<file path="src/tekd_pkg.sv">
// Shared types and constants for the terminal escape key decoder.
// Used by the parser, the output register and the top level.
// No dependencies.
`default_nettype none

package tekd_pkg;

  // Byte codes the parser looks for
  localparam logic [7:0] ESC_BYTE   = 8'd27;
  localparam logic [7:0] NULL_BYTE  = 8'd0;
  localparam logic [7:0] CH_LBRACK  = 8'h5B;  // '['
  localparam logic [7:0] CH_SS3     = 8'h4F;  // 'O'
  localparam logic [7:0] CH_TILDE   = 8'h7E;  // '~'
  localparam logic [7:0] CH_DIGIT_0 = 8'h30;  // '0'
  localparam logic [7:0] CH_DIGIT_1 = 8'h31;
  localparam logic [7:0] CH_DIGIT_2 = 8'h32;
  localparam logic [7:0] CH_DIGIT_3 = 8'h33;
  localparam logic [7:0] CH_DIGIT_4 = 8'h34;
  localparam logic [7:0] CH_DIGIT_5 = 8'h35;
  localparam logic [7:0] CH_DIGIT_6 = 8'h36;
  localparam logic [7:0] CH_DIGIT_7 = 8'h37;
  localparam logic [7:0] CH_DIGIT_8 = 8'h38;
  localparam logic [7:0] CH_DIGIT_9 = 8'h39;  // '9'
  localparam logic [7:0] CH_A       = 8'h41;
  localparam logic [7:0] CH_B       = 8'h42;
  localparam logic [7:0] CH_C       = 8'h43;
  localparam logic [7:0] CH_D       = 8'h44;
  localparam logic [7:0] CH_F       = 8'h46;
  localparam logic [7:0] CH_H       = 8'h48;
  localparam logic [7:0] CH_P       = 8'h50;
  localparam logic [7:0] CH_Q       = 8'h51;
  localparam logic [7:0] CH_R       = 8'h52;
  localparam logic [7:0] CH_S       = 8'h53;

  // Result kinds
  localparam logic [1:0] KIND_CHAR = 2'd0;
  localparam logic [1:0] KIND_KEY  = 2'd1;
  localparam logic [1:0] KIND_ERR  = 2'd2;

  // Key codes
  localparam logic [4:0] KEY_UP    = 5'd0;
  localparam logic [4:0] KEY_DOWN  = 5'd1;
  localparam logic [4:0] KEY_RIGHT = 5'd2;
  localparam logic [4:0] KEY_LEFT  = 5'd3;
  localparam logic [4:0] KEY_HOME  = 5'd4;
  localparam logic [4:0] KEY_END   = 5'd5;
  localparam logic [4:0] KEY_INS   = 5'd6;
  localparam logic [4:0] KEY_DEL   = 5'd7;
  localparam logic [4:0] KEY_PGUP  = 5'd8;
  localparam logic [4:0] KEY_PGDN  = 5'd9;
  localparam logic [4:0] KEY_ESC   = 5'd10;
  localparam logic [4:0] KEY_F1    = 5'd11;
  localparam logic [4:0] KEY_F2    = 5'd12;
  localparam logic [4:0] KEY_F3    = 5'd13;
  localparam logic [4:0] KEY_F4    = 5'd14;
  localparam logic [4:0] KEY_F5    = 5'd15;
  localparam logic [4:0] KEY_F6    = 5'd16;
  localparam logic [4:0] KEY_F7    = 5'd17;
  localparam logic [4:0] KEY_F8    = 5'd18;
  localparam logic [4:0] KEY_F9    = 5'd19;
  localparam logic [4:0] KEY_F10   = 5'd20;
  localparam logic [4:0] KEY_F11   = 5'd21;
  localparam logic [4:0] KEY_F12   = 5'd22;

  // Error codes
  localparam logic [2:0] ERR_TILDE_DIGIT = 3'd0;
  localparam logic [2:0] ERR_TWO_DIGIT   = 3'd1;
  localparam logic [2:0] ERR_NO_TILDE    = 3'd2;
  localparam logic [2:0] ERR_CSI_LETTER  = 3'd3;
  localparam logic [2:0] ERR_SS3_LETTER  = 3'd4;
  localparam logic [2:0] ERR_PREFIX      = 3'd5;

  // Parse phase
  typedef enum logic [2:0] {
    PH_IDLE       = 3'd0,
    PH_AFTER_ESC  = 3'd1,
    PH_AFTER_PFX  = 3'd2,
    PH_CSI_DIGIT  = 3'd3,
    PH_CSI_TWO    = 3'd4
  } phase_t;

  // One decoded result word
  typedef struct packed {
    logic [1:0] result_kind;
    logic [7:0] char_value;
    logic [4:0] key_code;
    logic [2:0] error_code;
    logic [7:0] error_byte;
  } result_t;

endpackage

`default_nettype wire

</file>
<file path="src/tekd_byte_if.sv">
// Input channel carrying one received terminal byte per word.
// Valid/ready handshake; no dependencies.
`default_nettype none

interface tekd_byte_if;
  logic       valid;
  logic       ready;
  logic [7:0] in_byte;

  modport source (output valid, output in_byte, input ready);
  modport sink   (input valid, input in_byte, output ready);
endinterface

`default_nettype wire

</file>
<file path="src/tekd_result_if.sv">
// Output channel carrying one decoded result word.
// Valid/ready handshake; no dependencies.
`default_nettype none

interface tekd_result_if;
  logic       valid;
  logic       ready;
  logic [1:0] result_kind;
  logic [7:0] char_value;
  logic [4:0] key_code;
  logic [2:0] error_code;
  logic [7:0] error_byte;

  modport source (output valid, output result_kind, output char_value, output key_code,
                  output error_code, output error_byte, input ready);
  modport sink   (input valid, input result_kind, input char_value, input key_code,
                  input error_code, input error_byte, output ready);
endinterface

`default_nettype wire

</file>
<file path="src/terminal_escape_key_decoder.sv">
// Top level of the terminal escape key decoder: input register, parser, result register.
// Depends on tekd_pkg, tekd_byte_if, tekd_result_if, tekd_parser and tekd_out_reg.
`default_nettype none

// Decodes a stream of terminal bytes into plain characters, special keys and
// errors for unrecognized escape sequences. Byte 0 stands for a read timeout.
// One byte is accepted every cycle unless the block stalls; each result
// passes through the input register, then the result register. Bytes inside
// an escape sequence that do not finish it give no word. The block only stalls
// when a result is waiting in the result register and the sink is not ready.
module terminal_escape_key_decoder (
  input  wire logic      clk,
  input  wire logic      rst,
  tekd_byte_if.sink      rx,
  tekd_result_if.source  keys
);

  logic              inq_valid;
  logic [7:0]        inq_byte;
  logic              has_result;
  logic              can_take;
  logic              consume;
  tekd_pkg::result_t result;

  // a held byte moves on unless its result has nowhere to go
  assign consume  = inq_valid && (!has_result || can_take);
  assign rx.ready = !inq_valid || consume;

  // Input register
  always_ff @(posedge clk) begin
    if (rst) begin
      inq_valid <= 1'b0;
    end else if (rx.ready) begin
      inq_valid <= rx.valid;
    end
  end

  always_ff @(posedge clk) begin
    if (rx.valid && rx.ready) begin
      inq_byte <= rx.in_byte;
    end
  end

  tekd_parser u_parser (
    .clk        (clk),
    .rst        (rst),
    .in_byte    (inq_byte),
    .advance    (consume),
    .has_result (has_result),
    .result     (result)
  );

  tekd_out_reg u_out_reg (
    .clk      (clk),
    .rst      (rst),
    .load     (consume && has_result),
    .result   (result),
    .can_take (can_take),
    .keys     (keys)
  );

endmodule

`default_nettype wire

</file>
<file path="src/tekd_parser.sv">
// Escape sequence phase machine and byte decoder.
// Holds the parse phase and the gathered sequence bytes; depends on tekd_pkg.
`default_nettype none

module tekd_parser (
  input  wire logic              clk,
  input  wire logic              rst,
  input  wire logic [7:0]        in_byte,
  input  wire logic              advance,     // byte is consumed this cycle
  output      logic              has_result,
  output      tekd_pkg::result_t result
);

  tekd_pkg::phase_t phase, phase_next;
  logic [7:0] prefix_byte, prefix_byte_next;
  logic [7:0] second_byte, second_byte_next;
  logic [7:0] third_byte,  third_byte_next;
  logic       is_digit;

  assign is_digit = (in_byte >= tekd_pkg::CH_DIGIT_0) && (in_byte <= tekd_pkg::CH_DIGIT_9);

  // State registers
  always_ff @(posedge clk) begin
    if (rst) begin
      phase       <= tekd_pkg::PH_IDLE;
      prefix_byte <= '0;
      second_byte <= '0;
      third_byte  <= '0;
    end else if (advance) begin
      phase       <= phase_next;
      prefix_byte <= prefix_byte_next;
      second_byte <= second_byte_next;
      third_byte  <= third_byte_next;
    end
  end

  // Next phase and result
  always_comb begin
    phase_next       = phase;
    prefix_byte_next = prefix_byte;
    second_byte_next = second_byte;
    third_byte_next  = third_byte;
    has_result       = 1'b0;
    result           = '0;

    unique case (phase)
      tekd_pkg::PH_AFTER_ESC: begin
        prefix_byte_next = in_byte;
        phase_next       = tekd_pkg::PH_AFTER_PFX;
      end

      tekd_pkg::PH_AFTER_PFX: begin
        second_byte_next = in_byte;
        if (prefix_byte == tekd_pkg::CH_LBRACK) begin
          if (is_digit) begin
            phase_next = tekd_pkg::PH_CSI_DIGIT;
          end else begin
            has_result         = 1'b1;
            result.result_kind = tekd_pkg::KIND_KEY;
            case (in_byte)
              tekd_pkg::CH_A: result.key_code = tekd_pkg::KEY_UP;
              tekd_pkg::CH_B: result.key_code = tekd_pkg::KEY_DOWN;
              tekd_pkg::CH_C: result.key_code = tekd_pkg::KEY_RIGHT;
              tekd_pkg::CH_D: result.key_code = tekd_pkg::KEY_LEFT;
              tekd_pkg::CH_H: result.key_code = tekd_pkg::KEY_HOME;
              tekd_pkg::CH_F: result.key_code = tekd_pkg::KEY_END;
              default: begin
                result.result_kind = tekd_pkg::KIND_ERR;
                result.error_code  = tekd_pkg::ERR_CSI_LETTER;
                result.error_byte  = in_byte;
              end
            endcase
          end
        end else if (prefix_byte == tekd_pkg::CH_SS3) begin
          has_result         = 1'b1;
          result.result_kind = tekd_pkg::KIND_KEY;
          case (in_byte)
            tekd_pkg::CH_H: result.key_code = tekd_pkg::KEY_HOME;
            tekd_pkg::CH_F: result.key_code = tekd_pkg::KEY_END;
            tekd_pkg::CH_P: result.key_code = tekd_pkg::KEY_F1;
            tekd_pkg::CH_Q: result.key_code = tekd_pkg::KEY_F2;
            tekd_pkg::CH_R: result.key_code = tekd_pkg::KEY_F3;
            tekd_pkg::CH_S: result.key_code = tekd_pkg::KEY_F4;
            default: begin
              result.result_kind = tekd_pkg::KIND_ERR;
              result.error_code  = tekd_pkg::ERR_SS3_LETTER;
              result.error_byte  = in_byte;
            end
          endcase
        end else if (prefix_byte == tekd_pkg::NULL_BYTE) begin
          // ESC then timeout: escape key
          has_result         = 1'b1;
          result.result_kind = tekd_pkg::KIND_KEY;
          result.key_code    = tekd_pkg::KEY_ESC;
        end else begin
          has_result         = 1'b1;
          result.result_kind = tekd_pkg::KIND_ERR;
          result.error_code  = tekd_pkg::ERR_PREFIX;
          result.error_byte  = prefix_byte;
        end
      end

      tekd_pkg::PH_CSI_DIGIT: begin
        if (in_byte == tekd_pkg::CH_TILDE) begin
          has_result         = 1'b1;
          result.result_kind = tekd_pkg::KIND_KEY;
          case (second_byte) inside
            tekd_pkg::CH_DIGIT_1, tekd_pkg::CH_DIGIT_7: result.key_code = tekd_pkg::KEY_HOME;
            tekd_pkg::CH_DIGIT_4, tekd_pkg::CH_DIGIT_8: result.key_code = tekd_pkg::KEY_END;
            tekd_pkg::CH_DIGIT_2: result.key_code = tekd_pkg::KEY_INS;
            tekd_pkg::CH_DIGIT_3: result.key_code = tekd_pkg::KEY_DEL;
            tekd_pkg::CH_DIGIT_5: result.key_code = tekd_pkg::KEY_PGUP;
            tekd_pkg::CH_DIGIT_6: result.key_code = tekd_pkg::KEY_PGDN;
            default: begin
              result.result_kind = tekd_pkg::KIND_ERR;
              result.error_code  = tekd_pkg::ERR_TILDE_DIGIT;
              result.error_byte  = second_byte;
            end
          endcase
        end else begin
          third_byte_next = in_byte;
          phase_next      = tekd_pkg::PH_CSI_TWO;
        end
      end

      tekd_pkg::PH_CSI_TWO: begin
        has_result = 1'b1;
        if (in_byte != tekd_pkg::CH_TILDE) begin
          result.result_kind = tekd_pkg::KIND_ERR;
          result.error_code  = tekd_pkg::ERR_NO_TILDE;
          result.error_byte  = in_byte;
        end else begin
          // only the second digit selects the function key
          result.result_kind = tekd_pkg::KIND_KEY;
          case (third_byte)
            tekd_pkg::CH_DIGIT_5: result.key_code = tekd_pkg::KEY_F5;
            tekd_pkg::CH_DIGIT_7: result.key_code = tekd_pkg::KEY_F6;
            tekd_pkg::CH_DIGIT_8: result.key_code = tekd_pkg::KEY_F7;
            tekd_pkg::CH_DIGIT_9: result.key_code = tekd_pkg::KEY_F8;
            tekd_pkg::CH_DIGIT_0: result.key_code = tekd_pkg::KEY_F9;
            tekd_pkg::CH_DIGIT_1: result.key_code = tekd_pkg::KEY_F10;
            tekd_pkg::CH_DIGIT_3: result.key_code = tekd_pkg::KEY_F11;
            tekd_pkg::CH_DIGIT_4: result.key_code = tekd_pkg::KEY_F12;
            default: begin
              result.result_kind = tekd_pkg::KIND_ERR;
              result.error_code  = tekd_pkg::ERR_TWO_DIGIT;
              result.error_byte  = third_byte;
            end
          endcase
        end
      end

      default: begin
        // idle, and unused phase codes
        if (in_byte == tekd_pkg::ESC_BYTE) begin
          phase_next       = tekd_pkg::PH_AFTER_ESC;
          prefix_byte_next = '0;
          second_byte_next = '0;
          third_byte_next  = '0;
        end else begin
          has_result         = 1'b1;
          result.result_kind = tekd_pkg::KIND_CHAR;
          result.char_value  = in_byte;
        end
      end
    endcase

    // every result ends the sequence
    if (has_result) begin
      phase_next       = tekd_pkg::PH_IDLE;
      prefix_byte_next = '0;
      second_byte_next = '0;
      third_byte_next  = '0;
    end
  end

endmodule

`default_nettype wire

</file>
<file path="src/tekd_out_reg.sv">
// Result register driving the output channel.
// Takes a new word whenever it is empty or its word is taken; depends on tekd_pkg.
`default_nettype none

module tekd_out_reg (
  input  wire logic              clk,
  input  wire logic              rst,
  input  wire logic              load,
  input  wire tekd_pkg::result_t result,
  output      logic              can_take,
  tekd_result_if.source          keys
);

  logic              valid;
  tekd_pkg::result_t data;

  assign can_take = !valid || keys.ready;

  // Valid flag
  always_ff @(posedge clk) begin
    if (rst) begin
      valid <= 1'b0;
    end else if (load) begin
      valid <= 1'b1;
    end else if (keys.ready) begin
      valid <= 1'b0;
    end
  end

  // Payload
  always_ff @(posedge clk) begin
    if (load) begin
      data <= result;
    end
  end

  assign keys.valid       = valid;
  assign keys.result_kind = data.result_kind;
  assign keys.char_value  = data.char_value;
  assign keys.key_code    = data.key_code;
  assign keys.error_code  = data.error_code;
  assign keys.error_byte  = data.error_byte;

endmodule

`default_nettype wire
</file>
<file path="src/flat_wrapper.sv">
// flat-port wrapper written by rule: the top's interface ports become plain ports
module terminal_escape_key_decoder_flat 
  (clk, rst, rx_valid, rx_in_byte, rx_ready, keys_valid, keys_result_kind, keys_char_value, keys_key_code, keys_error_code, keys_error_byte, keys_ready);
  tekd_byte_if rx_i ();
  tekd_result_if keys_i ();
  input  wire logic clk;
  input  wire logic rst;
  input wire logic [$bits(rx_i.valid)-1:0] rx_valid;
  input wire logic [$bits(rx_i.in_byte)-1:0] rx_in_byte;
  output wire logic [$bits(rx_i.ready)-1:0] rx_ready;
  output wire logic [$bits(keys_i.valid)-1:0] keys_valid;
  output wire logic [$bits(keys_i.result_kind)-1:0] keys_result_kind;
  output wire logic [$bits(keys_i.char_value)-1:0] keys_char_value;
  output wire logic [$bits(keys_i.key_code)-1:0] keys_key_code;
  output wire logic [$bits(keys_i.error_code)-1:0] keys_error_code;
  output wire logic [$bits(keys_i.error_byte)-1:0] keys_error_byte;
  input wire logic [$bits(keys_i.ready)-1:0] keys_ready;
  assign rx_i.valid = rx_valid;
  assign rx_i.in_byte = rx_in_byte;
  assign rx_ready = rx_i.ready;
  assign keys_valid = keys_i.valid;
  assign keys_result_kind = keys_i.result_kind;
  assign keys_char_value = keys_i.char_value;
  assign keys_key_code = keys_i.key_code;
  assign keys_error_code = keys_i.error_code;
  assign keys_error_byte = keys_i.error_byte;
  assign keys_i.ready = keys_ready;
  terminal_escape_key_decoder u_core (.clk(clk), .rst(rst), .rx(rx_i), .keys(keys_i));
endmodule
</file>
<file path="config.mk">
export PLATFORM = sky130hd
export DESIGN_NAME = terminal_escape_key_decoder_flat
export DESIGN_NICKNAME = d
export VERILOG_FILES = /design/src/tekd_pkg.sv /design/src/tekd_byte_if.sv /design/src/tekd_result_if.sv /design/src/terminal_escape_key_decoder.sv /design/src/tekd_parser.sv /design/src/tekd_out_reg.sv /design/src/flat_wrapper.sv
export SDC_FILE = /design/constraint.sdc
export NUM_CORES = 1
export LEC_CHECK = 0
export ABC_AREA = 1
export BUFFER_PORTS_ARGS = -buffer_cell sky130_fd_sc_hd__buf_2
export CAP_MARGIN = 20
export CORE_UTILIZATION = 63
export DETAILED_ROUTE_END_ITERATION = 10
export GPL_TIMING_DRIVEN = 0
export PLACE_DENSITY = 0.85
export SETUP_SLACK_MARGIN = 0.5
export SLEW_MARGIN = 15
export SYNTH_ARGS = -nofsm -noshare
export SYNTH_HDL_FRONTEND = slang
export SYNTH_SLANG_ARGS = --single-unit
</file>
<file path="constraint.sdc">
create_clock -name clk -period 3.78 [get_ports clk]
set_input_delay 0.189 -clock clk [delete_from_list [all_inputs] [get_ports clk]]
set_output_delay 0.189 -clock clk [all_outputs]
set_load 0.005 [all_outputs]
</file>
== After elaboration in Yosys (flattened, before gate mapping) ==
Cells that the tools add are included.
Cells by class
  order comparisons: 2
  equal/unequal tests: 42
  multiplexer cells: 64
  reduce and logical (&&, ||, !) cells: 29
Operator list (number)
  8-bit by 6-bit equality test with 1-bit output (second input constant): 16
  8-bit by 7-bit equality test with 1-bit output (second input constant): 13
  8-bit 2-to-1 mux: 11
  16-bit one-hot mux with 3 select lines: 1
  8-bit one-hot mux with 2 select lines: 3
  5-bit one-hot mux with 8 select lines: 1
  16-bit 2-to-1 mux: 2
  2-bit 2-to-1 mux: 15
  4-bit 2-to-1 mux: 7
  4-bit one-hot mux with 6 select lines: 1
  11-bit 2-to-1 mux: 2
  10-bit 2-to-1 mux: 2
  15-bit 2-to-1 mux: 1
  3-bit 2-to-1 mux: 5
  3-bit one-hot mux with 5 select lines: 1
  14-bit 2-to-1 mux: 1
  3-bit one-hot mux with 4 select lines: 1
  6-bit OR reduction: 2
  9-bit 2-to-1 mux: 1
  3-bit by 2-bit != test with 1-bit output (second input constant): 3
  3-bit nonzero test: 3
  3-bit OR reduction: 3
  8-bit by 5-bit equality test with 1-bit output (second input constant): 1
  8-bit by 6-bit greater-or-equal comparator with 1-bit output (second input constant): 1
  22 further kinds: 40
Word-level totals
  register bits after elaboration: 63
  bits of input ports: 12
  word-level logic and storage cells: 149

== Longest topological paths before layout ==
Gate-level depths: netlist of run 1.
  depth after elaboration: 10
  mapped depth: 14

== By module ==
From an unflattened synthesis of run 1, not the netlist that was laid out.
Unflattened totals
  cells, all modules: 543
  area, all modules: 3778.6 um2
By module, submodules not included
  tekd_parser: times used 1, cells an instance 494, area each 2645.0 um2, sequential area each 540.5 um2
  tekd_out_reg: times used 1, cells an instance 31, area each 823.3 um2, sequential area each 800.8 um2
  terminal_escape_key_decoder: times used 1, cells an instance 18, area each 310.3 um2, sequential area each 260.2 um2

== Worst setup path after synthesis of run 1 ==
OpenSTA, ideal clock, no wires.
  path kind: reg2reg
  from: register u_core.inq_byte[6]
  to: register u_core.u_out_reg.data (netlist bit u_core.u_out_reg.keys.char_value[0]), enable pin
  arrival: 2.075 ns
  slack: 1.324 ns
  stages on the path, launching flop included: 14
  period minus slack after synthesis: 2.456 ns
  cells stage by stage: edfxtp_1 -> buf_4 -> nor2_1 -> nand2_1 -> nor2_2 -> nand2_1 -> nand2_1 -> nand3_4 -> nand3_4 -> nand2_4 -> inv_2 -> buf_6 -> nand2_2 -> inv_1
On the way
  cells in the longest elaborated chain, start to end: 9
  elaborated cells on any way between the ends: 14
  those cells by class: order compare (2); eq/ne (2); mux (5); reduce/logical (5)
RTL lines
  from (decl): line terminal_escape_key_decoder.sv:19  | logic [7:0] inq_byte;
  from (signal assigned): line terminal_escape_key_decoder.sv:40  | inq_byte <= rx.in_byte;
  8-bit by 6-bit greater-or-equal comparator with 1-bit output / 8-bit by 6-bit <= comparator with 1-bit output (equally long branches): line tekd_parser.sv:20  | assign is_digit = (in_byte >= tekd_pkg::CH_DIGIT_0) && (in_byte <= tekd_pkg::CH_DIGIT_9);
  1-bit logical AND: line tekd_parser.sv:20
  1-bit 2-to-1 mux: line tekd_parser.sv:55  | if (is_digit) begin
  1-bit 2-to-1 mux: line tekd_parser.sv:54  | if (prefix_byte == tekd_pkg::CH_LBRACK) begin
  1-bit one-hot mux with 4 select lines *: line tekd_parser.sv:46  | unique case (phase)
  1-bit zero test: line terminal_escape_key_decoder.sv:26  | assign consume = inq_valid && (!has_result || can_take);
  1-bit logical OR: line terminal_escape_key_decoder.sv:26
  1-bit logical AND: line terminal_escape_key_decoder.sv:26
  1-bit logical AND *: line terminal_escape_key_decoder.sv:56  | .load (consume && has_result),
  named net u_core.u_out_reg.load: line tekd_out_reg.sv:8  | input wire logic load,
  to (signal assigned): line tekd_out_reg.sv:33  | data <= result;
  to (decl): line tekd_out_reg.sv:15  | tekd_pkg::result_t data;
The timed path passes the listed nets; every way through them passes the cells marked *.
A chain may end at the register's enable or synchronous reset.

== Worst setup path in the final report of run 1 ==
  from: register u_core.inq_byte[7]
  to: register u_core.u_out_reg.data (netlist bit u_core.u_out_reg.keys.char_value[3]), enable pin
Same word-level chain as after synthesis.

==> out/summary.txt, run 1 <==
CTS tree = built
Die area = 6190 um^2
Vias = 3788
Slew Viols, Final = 0
Syn avg cell area = 7.22 um^2
Post-synth EDFFs = 34
Final setup violation count = 0
Hold Crit Class = in -> reg
GRT Max-Usage Layer = met2
Wire per inst = 16.2 um
Layout fillers = 432
VDD IR max = 0.327 mV
Arr. time, crit path = 2.83 ns
Layout cells sized above 1 = 16.2%
Final Skew = 0.00950 ns
Syn Inst Count = 513
Post-synthesis sequential area ratio = 43.3%
Core area = 5570 um^2
Initial Util = 66.4%
Gr ovfl total = 0
Area Growth Syn to Fin = 12.5%
Synth area leaders = edfxtp_1 (28%), dfxtp_1 (16%), nand2_1 (13%)
Number of max-cap violations = 0
Power per Cell Area = 377 nW/um^2
DRC violations left = 0
Number of CTS-inserted buffers = 9
M2 GR Usage = 58.4%
Share of the synthesized area in the top cell type = 27.6%
Antenna fix cells = 0
Worst setup margin = 0.855 ns
Nets = 575
Initial DRT Pass Iterations = 6
Post-route insts no fill = 640
Initial antenna violation count = 0
Clock buffer depth = 2
Crit start category = register
Number of clock sinks = 63
GR Layer Usage met1 = 42.9%
Die height = 78.7 um
Pre-CTS setup slack = 0.762 ns
Routed WL = 10400 um
CP cell instances = inv_1 > nand2_1 > nor2_1 > nand3_2 > nand2_1 > inv_2 > nand3_4 > nand3_4 > nand2_4 > inv_2 > buf_6 > nand2_2 > clkinvlp_4
GPL Wtd Cong = 0.959
Synth area leader = edfxtp_1
Min cycle time layout = 2.93 ns
Register area = 1600 um^2
Area of the multi-input gates = 1760 um^2
Max-slew headroom = 55.1%
Most used DFF post-synth = edfxtp_1
Via density = 5.92
Hold Vio Cnt, Final = 0
Detail Route Antenna Nets = 0
Clock-pin slew on the worst setup and hold paths = 0.07 ns
Synth Register Bits = 63
Commonest cells after routing, fill and taps aside = nand2_1 (130), nor2_1 (86), inv_1 (62), buf_2 (45), nand3_1 (38)
Starting DRT DRC Count = 507
Hpwl dp = 7740 um
Worst-Margin Slew = 0.668 ns
Cell Area, Synth = 3700 um^2
FP Rows = 27
Most common cell after layout, fill and taps aside = nand2_1
Clock latency on the worst-skew pair = 0.34 ns
Final Cycle Share = 77.4%
CTS H-tree depth = 3
FFs w/ async S/R, synth = 0%
F_max = 0.342 GHz
Cell variety after synth = 38
Ys Warns = 0
First-pass GRT wire length = 16600 um
Vias in the first global route = 3625
Worst Path Required = 3.68 ns
Port Buffers = 39
Boundary Pins = 40
WHS = 0.0161 ns
Status = finished, final reports clean
Slowest library cell on the worst path = edfxtp_1
TNS Setup = 0 ns
GR Util All Layers = 35.9%
Post-Place Cells = 624
Pleak = 1.85 nW
Die width = 78.7 um
Largest net degree at the start of global routing = 27
Slowest stage delay, CP = 0.49 ns
RSZ-0062 raised after global routing = no
Worst-path fanout max = 26
Setup CP Type = reg -> reg
Crit path capture type = register
Met3 GRT Util = 7.21%
Root Driver = clkbuf_8
Post-layout util = 74.7%
Cts hold-fix bufs = 0
Syn nets = 525
## cell usage after synthesis (2+ instances only)
master and instances:
o22ai_1 4, inv_2 5, dfxtp_1 29, nand3_4 4, inv_1 63, o21bai_1 4
nor2_1 86, nand4_1 15, nor2_2 4, nand3_1 38, nor3_1 6, nor2_4 2
o21ai_1 2, a21oi_1 29, o2111ai_1 2, buf_6 2, edfxtp_1 34, o21ai_0 16
nand2_4 2, buf_2 6, o211ai_1 7, nand3b_1 2, nand2_2 4, nand2_1 130
clkbuf_1 3, buf_4 2
## state kept, by name, summed over array words and instances (netlist names), 5 cells and up
signal                            count
u_core.inq_byte                       8
u_core.u_out_reg.keys.char_value      8
u_core.u_out_reg.keys.error_byte      8
u_core.u_out_reg.keys.key_code        5
u_core.u_parser.prefix_byte           8
u_core.u_parser.second_byte           8
u_core.u_parser.third_byte            8
## final cells by class
cell class,instances,area share [%]
Multi-Input combinational cell,368,42.3
Clock inverter,5,0.751
Inverter,69,6.37
Buffer,13,1.89
Clock buffer,11,3.40
Tap cell,72,2.16
Timing Repair Buffer,39,4.69
Sequential cell,63,38.5
## metal layers
metal	up-vias	wire (um)
met1	1674	3980
met3	64	1070
li1	1788	-
met2	262	4720
met4	0	585
met5	-	0
## worst max-delay path: cells and delay by family, from the launching register on
family                 cells  cell delay, ns
and+or+nand+nor            8            1.07
buffers and inverters      5            0.91
DFF                        1            0.49
## kinds of logic (layout without fill, tap and decap cells)
group / count (synthesis) / after routing / share of synthesized area, %
flip-flops: 63 / 63 / 43.3
AND/OR/NAND/NOR: 300 / 300 / 37.0
buffers and inverters: 82 / 137 / 9.19
AO/OA/AOI/OAI: 68 / 68 / 10.6
## repair_timing
action | 4_1_cts | 5_1_grt
endpoints found under the setup margin | 0 | 26
setup buffers | 0 | 0
gates resized for setup | 0 | 1
## worst paths after layout
kind / start / end / slack (ns) / cells after the start
setup / recovery: u_core.inq_byte[7] / u_core.u_out_reg.keys.char_value[3] / 0.85 / 13
hold / removal: rx_in_byte[6] / u_core.inq_byte[6] / 0.02 / 1
setup reg to reg: u_core.inq_byte[7] / u_core.u_out_reg.keys.char_value[3] / 0.85 / 13
hold reg to reg: u_core.u_parser.second_byte[7] / u_core.u_parser.second_byte[7] / 0.47 / 2
## report_power, final
part | internal [mW] | leakage, nW | switching [mW]
Clock | 0.255 | 0.0939 | 0.266
Sequential | 0.770 | 0.556 | 0.0297
Combinational | 0.0791 | 1.20 | 0.169
## per-stage QoR
stage          power, mW  area, um^2
2_1_floorplan      0.975        3700
3_3_place_gp        1.04        3990
3_5_place_dp        1.05        3990
4_1_cts             1.56        4160
5_1_grt             1.63        4160
6_report            1.57        4160
Note: power is estimated with default switching activity, not from simulation.
==> run 2: changes to the inputs <==
--- a/config.mk
+++ b/config.mk
@@ -5,13 +5,13 @@
 export SDC_FILE = /design/constraint.sdc
 export NUM_CORES = 1
 export LEC_CHECK = 0
-export ABC_AREA = 1
+export ABC_AREA = 0
 export BUFFER_PORTS_ARGS = -buffer_cell sky130_fd_sc_hd__buf_2
 export CAP_MARGIN = 20
-export CORE_UTILIZATION = 63
+export CORE_UTILIZATION = 58
 export DETAILED_ROUTE_END_ITERATION = 10
 export GPL_TIMING_DRIVEN = 0
-export PLACE_DENSITY = 0.85
+export PLACE_DENSITY = 0.79
 export SETUP_SLACK_MARGIN = 0.5
 export SLEW_MARGIN = 15
 export SYNTH_ARGS = -nofsm -noshare
==> constraint.sdc (replaced) <==
create_clock -name clk -period 2.8 [get_ports clk]
set_input_delay 0.14 -clock clk [delete_from_list [all_inputs] [get_ports clk]]
set_output_delay 0.14 -clock clk [all_outputs]
set_load 0.005 [all_outputs]
==> out/summary.txt, run 2 <==
Cell Area, Synth = 3510 um^2 (-5.1%)
Worst-path fanout max = 6 (-77%)
Arr. time, crit path = 2.23 ns (-0.60 ns)
Slew Viols, Final = 0 (unchanged)
WHS Path Cells = 3 (+2)
Syn nets = 358 (-32%)
Worst Path Required = 2.66 ns (-1.02 ns)
Die area = 6380 um^2 (+3.0%)
Synth area leader = edfxtp_1
Number of clock sinks = 63 (unchanged)
Share of the synthesized area in the top cell type = 29.0% (+1.5 points)
Clock-pin slew on the worst setup and hold paths = 0.07 ns (about the same)
Crit start category = register
End of the worst hold path = u_core.inq_valid
Post-route cell area = 4520 um^2 (+8.6%)
Final Cycle Share = 84.7%
Post-layout util = 79.7% (+4.9 points)
Area Growth Syn to Fin = 28.6%
Power consumption = 2.01 mW (+28%)
VDD IR max = 0.328 mV (+0.19%)
Syn Inst Count = 346 (-33%)
Hold Vio Cnt, Final = 0 (unchanged)
First-pass GRT wire length = 15800 um (-4.6%)
Top-count cell post-synth = edfxtp_1
Reg2Reg Depth = 9 (-4)
Port Buffers = 38 (-2.6%)
Ys Warns = 0 (unchanged)
Nets = 440 (-23%)
Crit path capture type = primary output
Root Driver = clkbuf_8
Initial Util = 61.9% (-4.5 points)
Power per Cell Area = 445 nW/um^2 (+18%)
Min cycle time layout = 2.37 ns
GPL Wtd Cong = 0.935 (-2.5%)
F_max = 0.422 GHz
Worst-Margin Slew = 1.03 ns (+0.358 ns)
Pleak = 1.65 nW (-11%)
Placement Cell Area = 3810 um^2 (-4.5%)
CP startpoint = u_core.inq_byte[5]
TNS Setup = 0 ns (unchanged)
Die height = 79.8 um (+1.5%)
Synth area leaders = edfxtp_1 (29%), dfxtp_1 (17%), a22o_1 (4.0%)
FP Rows = 27 (unchanged)
Detail Route Antenna Nets = 0 (unchanged)
Clock buffer depth = 2 (unchanged)
Most common cell after layout, fill and taps aside = buf_2
Layout cells sized above 1 = 30.7% (+15 points)
Setup CP Type = reg -> out
Post-synthesis sequential area ratio = 45.6% (+2.3 points)
Die width = 79.8 um (+1.5%)
Max-slew headroom = 31.1% (-24 points)
Clock latency on the worst-skew pair = 0.34 ns (about the same)
Starting DRT DRC Count = 426 (-16%)
FFs w/ async S/R, synth = 0% (unchanged)
Post-Place Cells = 456 (-27%)
RSZ-0062 raised after global routing = yes
Register area = 1600 um^2 (unchanged)
Boundary Pins = 40 (unchanged)
Reg-to-reg startpoint = u_core.inq_byte[5]
Initial DRT Pass Iterations = 5 (-1)
RR Endpoint = u_core.u_parser.third_byte[7]
Gr ovfl total = 0 (unchanged)
Layout fillers = 373 (-14%)
Cell variety after synth = 73 (+92%)
Syn avg cell area = 10.2 um^2 (+41%)
Number of CTS-inserted buffers = 9 (unchanged)
Area of the multi-input gates = 1940 um^2 (+10%)
CTS H-tree depth = 3 (unchanged)
Top cells by count, synth = edfxtp_1 (34), dfxtp_1 (29), nand2_1 (21), a21oi_1 (18)
Core area = 5680 um^2 (+1.8%)
Synth Register Bits = 63 (unchanged)
Vias in the first global route = 3001 (-17%)
Vias = 3483 (-8.1%)
Worst Hold Launch = rx_valid
Most used DFF post-synth = edfxtp_1
DRC violations left = 0 (unchanged)
Final Skew = 0.00833 ns (-0.00117 ns)
Wire per inst = 21.2 um (+31%)
Status = finished, final reports clean
Hpwl dp = 6710 um (-13%)
Initial antenna violation count = 0 (unchanged)
Via density = 6.90 (+17%)
Commonest cells after routing, fill and taps aside = buf_2 (42), edfxtp_1 (34), dfxtp_1 (29), nand2_1 (20), a21oi_1 (17)
Largest net degree at the start of global routing = 16 (-41%)
Antenna fix cells = 0 (unchanged)
Number of max-cap violations = 0 (unchanged)
CTS tree = built
Post-route insts no fill = 505 (-21%)
Post-synth EDFFs = 34 (unchanged)
R2R Setup Slk = 0.43 ns (-0.43 ns)
Final setup violation count = 0 (unchanged)
GR Util All Layers = 34.1% (-1.8 points)
Hold Crit Class = in -> reg
Routed WL = 10700 um (+3.6%)
==> run 2: how the worst max path moves through the flow <==
stage                                               end  slack, ns  depth (start not counted)
floorplan           u_core.u_out_reg.keys.char_value[0]       0.54                          5
global placement    u_core.u_out_reg.keys.char_value[7]       0.16                          5
detailed placement  u_core.u_out_reg.keys.char_value[1]       0.08                          5
CTS                 u_core.u_out_reg.keys.error_byte[1]       0.41                          6
global route             u_core.u_parser.second_byte[2]       0.36                          8
finish                                         rx_ready       0.43                          7
==> run 2: what timing repair did <==
| item | CTS | global route |
|---|---|---|
| endpoints found under the setup margin | 61 | 72 |
| pin swaps | 17 | 14 |
| cloned | 1 | 0 |
| hold endpoints to repair | 8 | 0 |
| hold buffers | 8 | 0 |
| gates resized for setup | 19 | 35 |
| buffers inserted | 10 | 14 |
==> run 2: power by group <==
group | switching [mW] | internal (mW)
sequential | 0.0118 | 0.998
combinational | 0.103 | 0.0751
clock | 0.344 | 0.478
total | 0.459 | 1.55
==> run 2: logic make-up (layout without fill, tap and decap cells) <==
| kind of cell | count (synthesis) | after routing | share of synthesized area [%] |
|---|---|---|---|
| AO/OA/AOI/OAI | 123 | 123 | 27.8 |
| AND/OR/NAND/NOR | 121 | 122 | 21.1 |
| flip-flops | 63 | 63 | 45.6 |
| buffers and inverters | 34 | 120 | 4.27 |
| XOR/XNOR | 4 | 4 | 0.997 |
| multiplexers | 1 | 1 | 0.285 |
==> run 2: cell type report <==
type                    count  area share (%)
clock inverters             1           0.111
multi-input cells         250            43.0
plain buffers              24            3.04
clock buffers              15            4.62
repair buffers             70            11.0
well taps                  72            1.99
inverters                  10           0.830
flip-flops and latches     63            35.4
==> run 2: per-stage QoR <==
step | hold WS (ns) | setup slack (ns)
2_1_floorplan | 0.239 | 0.538
3_3_place_gp | 0.316 | 0.160
3_5_place_dp | 0.318 | 0.0849
4_1_cts | 0.0439 | 0.407
5_1_grt | 0.0448 | 0.362
6_report | 0.0502 | 0.428
==> run 2: critical path, cell delays in order, from the launching register on <==
cell	delay, ns
edfxtp_1	0.40
clkbuf_8	0.16
buf_4	0.15
buf_4	0.15
nor4bb_2	0.37
o211ai_1	0.31
nand4_1	0.22
buf_2	0.13
==> run 2: per-layer routing <==
metal,global-route usage (%),routed length [um],share of wire (%),vias to the layer above
met2,52.8,4940,46,250
li1,-,-,-,1539
met1,45.2,4190,39,1648
met4,17.9,430,4.0,0
met5,0,0,0,-
met3,6.29,1170,11,46
==> run 3: changes to the inputs <==
--- a/config.mk
+++ b/config.mk
@@ -8,10 +8,10 @@
 export ABC_AREA = 0
 export BUFFER_PORTS_ARGS = -buffer_cell sky130_fd_sc_hd__buf_2
 export CAP_MARGIN = 20
-export CORE_UTILIZATION = 58
+export CORE_UTILIZATION = 53
 export DETAILED_ROUTE_END_ITERATION = 10
 export GPL_TIMING_DRIVEN = 0
-export PLACE_DENSITY = 0.79
+export PLACE_DENSITY = 0.76
 export SETUP_SLACK_MARGIN = 0.5
 export SLEW_MARGIN = 15
 export SYNTH_ARGS = -nofsm -noshare
==> constraint.sdc (replaced) <==
create_clock -name clk -period 2 [get_ports clk]
set_input_delay 0.1 -clock clk [delete_from_list [all_inputs] [get_ports clk]]
set_output_delay 0.1 -clock clk [all_outputs]
set_load 0.005 [all_outputs]
==> out/summary.txt, run 3 (same netlist as run 2, synthesis figures left out) <==
Layout fillers = 341 (-8.6%)
Core area = 6390 um^2 (+13%)
Vias in the first global route = 3262 (+8.7%)
Sw frac = 24.5% (+1.7 points)
Crit start category = register
Starting DRT DRC Count = 549 (+29%)
Status = complete, but fails checks
Area Growth Syn to Fin = 46.5%
Hold Crit Class = in -> reg
Clock-pin slew on the worst setup and hold paths = 0.07 ns (about the same)
Pre-CTS setup slack = -0.686 ns (-0.771 ns)
Layout cells sized above 1 = 44.9% (+14 points)
Failing checks = negative setup slack
Wire length on met2 = 5950 um (+21%)
CP cell instances = clkbuf_8 > buf_6 > and4bb_4 > nand4_1 > a21o_1 > buf_6 > nand4_1 > buf_2
Largest net degree at the start of global routing = 16 (unchanged)
Number of max-cap violations = 0 (unchanged)
Worst Hold Launch = keys_ready
Reg-to-reg startpoint = u_core.inq_byte[4]
DRC violations left = 0 (unchanged)
Clock buffer depth = 2 (unchanged)
Final setup violation count = 80 (+80)
FP Rows = 29 (+7.4%)
RSZ-0062 raised after global routing = yes
Root Driver = clkbuf_8
Final Cycle Share = 122%
Comb power frac = 10.9% (+2.0 points)
Worst Path Buf+Inv = 4 (unchanged)
WL met1 = 4620 um (+10%)
Arr. time, crit path = 2.35 ns (+0.12 ns)
Routed met3 length = 1120 um (-4.4%)
Family with the most delay on the worst path = simple AND/OR/NAND/NOR gates
Vias = 3735 (+7.2%)
Final Skew = 0.00890 ns (+0.000573 ns)
Setup CP Type = reg -> out
Slew Viols, Final = 0 (unchanged)
Via density = 6.94 (+0.66%)
Number of clock sinks = 63 (unchanged)
Antenna fix cells = 0 (unchanged)
Clk pwr share = 42.2% (+1.3 points)
Crit path capture type = primary output
CTS tree = built
Die width = 83.4 um (+4.5%)
Reg2Reg Depth = 6 (-3)
Number of CTS-inserted buffers = 9 (unchanged)
Initial DRT Pass Iterations = 7 (+2)
First-pass GRT wire length = 16800 um (+6.1%)
Boundary Pins = 40 (unchanged)
Slowest library cell on the worst path = edfxtp_1
Hold Vio Cnt, Final = 0 (unchanged)
Detail Route Antenna Nets = 0 (unchanged)
Worst-path fanout max = 6 (unchanged)
Min cycle time layout = 2.45 ns
Routed WL = 12500 um (+17%)
CTS H-tree depth = 3 (unchanged)
Initial Util = 55.0% (-6.9 points)
GPL Wtd Cong = 0.945 (+1.1%)
Power per Cell Area = 586 nW/um^2 (+32%)
RR Endpoint = u_core.u_out_reg.keys.error_byte[5]
Slowest stage delay, CP = 0.40 ns (about the same)
Worst-Margin Slew = 0.676 ns (-0.350 ns)
Gr ovfl total = 0 (unchanged)
Die area = 6960 um^2 (+9.2%)
Most common cell after layout, fill and taps aside = buf_2
Pleak = 1.88 nW (+14%)
P_int = 2.28 mW (+47%)
GR Util All Layers = 31.7% (-2.4 points)
Hpwl dp = 6410 um (-4.5%)
Nets = 468 (+6.4%)
Worst Path Required = 1.90 ns (-0.76 ns)
End of the worst hold path = u_core.u_out_reg.keys.valid
WHS Path Cells = 3 (unchanged)
Max-slew headroom = 54.7% (+24 points)
Commonest cells after routing, fill and taps aside = buf_2 (39), edfxtp_1 (34), buf_6 (28), buf_4 (26), dfxtp_1 (26)
VDD IR max = 0.553 mV (+69%)
R2R Setup Slk = -0.40 ns (-0.83 ns)
Post-layout util = 80.6% (+0.97 points)
Die height = 83.4 um (+4.5%)
Clock latency on the worst-skew pair = 0.36 ns (+0.02 ns)
P_sw = 0.740 mW (+61%)
Wire per inst = 23.3 um (+9.8%)
Seq pwr share = 46.9% (-3.4 points)
Initial antenna violation count = 0 (unchanged)
Max Used Layer = met4
Worst setup margin = -0.446 ns (-0.874 ns)
Port Buffers = 38 (unchanged)
F_max = 0.409 GHz
## run 3: worst max path at each step
stage | endpoint | startpoint | cells past startpoint
2_1_floorplan | u_core.u_out_reg.keys.error_byte[1] | u_core.inq_byte[4] | 6
3_3_place_gp | u_core.u_out_reg.keys.error_code[2] | u_core.u_parser.phase[1] | 5
3_5_place_dp | u_core.u_out_reg.keys.error_code[2] | u_core.u_parser.phase[1] | 5
4_1_cts | u_core.u_out_reg.keys.error_byte[5] | u_core.inq_byte[5] | 6
5_1_grt | u_core.u_parser.second_byte[0] | u_core.inq_byte[5] | 8
6_report | rx_ready | u_core.inq_byte[5] | 8
## run 3: timing repair
action | CTS | global route
setup buffers | 34 | 15
endpoints found under the setup margin | 89 | 89
hold buffers | 9 | 0
gates resized for setup | 73 | 58
hold endpoints to repair | 9 | 0
gates cloned | 3 | 0
pin swaps | 45 | 37
## run 3: tightest hold or removal path, cell delays in order
cell      delay, ns
buf_2          0.09
nand2b_1       0.21
a21oi_2        0.08
## run 3: final cells by class
| class | instances | area, um^2 | area share, % |
|---|---|---|---|
| multi-input cells | 252 | 2240 | 43.5 |
| well taps | 77 | 96.3 | 1.87 |
| repair buffers | 96 | 777 | 15.1 |
| plain buffers | 24 | 171 | 3.33 |
| flip-flops and latches | 63 | 1610 | 31.2 |
| inverters | 10 | 37.5 | 0.729 |
| clock buffers | 10 | 138 | 2.67 |
| clock inverters | 6 | 83.8 | 1.63 |
## run 3: per-layer routing
layer / track usage, % / vias up
li1: - / 1595
met2: 50.2 / 295
met4: 21.9 / 0
met5: 0 / -
met1: 38.5 / 1763
met3: 7.06 / 82
## run 3: power by group through the flow
stage                     registers (mW)  logic [mW]  clock network [mW]
after floorplan                     1.44       0.114                   0
after global placement              1.44       0.181                   0
after detailed placement            1.44       0.184                   0
after CTS                           1.41       0.262                1.26
after global routing                1.42       0.340                1.31
final                               1.41       0.328                1.27
## run 3: stage by stage
| stage | power, mW | std cells | area (um^2) | hold WS (ns) | TNS, ns |
|---|---|---|---|---|---|
| 3_3_place_gp | 1.62 | 461 | 3880 | 0.276 | -30.91 |
| 3_5_place_dp | 1.63 | 461 | 3880 | 0.278 | -33.97 |
| 2_1_floorplan | 1.56 | 346 | 3590 | 0.199 | -8.65 |
| 5_1_grt | 3.07 | 538 | 5150 | 0.188 | -28.17 |
| 4_1_cts | 2.93 | 523 | 4810 | 0.135 | -11.26 |
| 6_report | 3.02 | 538 | 5150 | 0.164 | -23.38 |
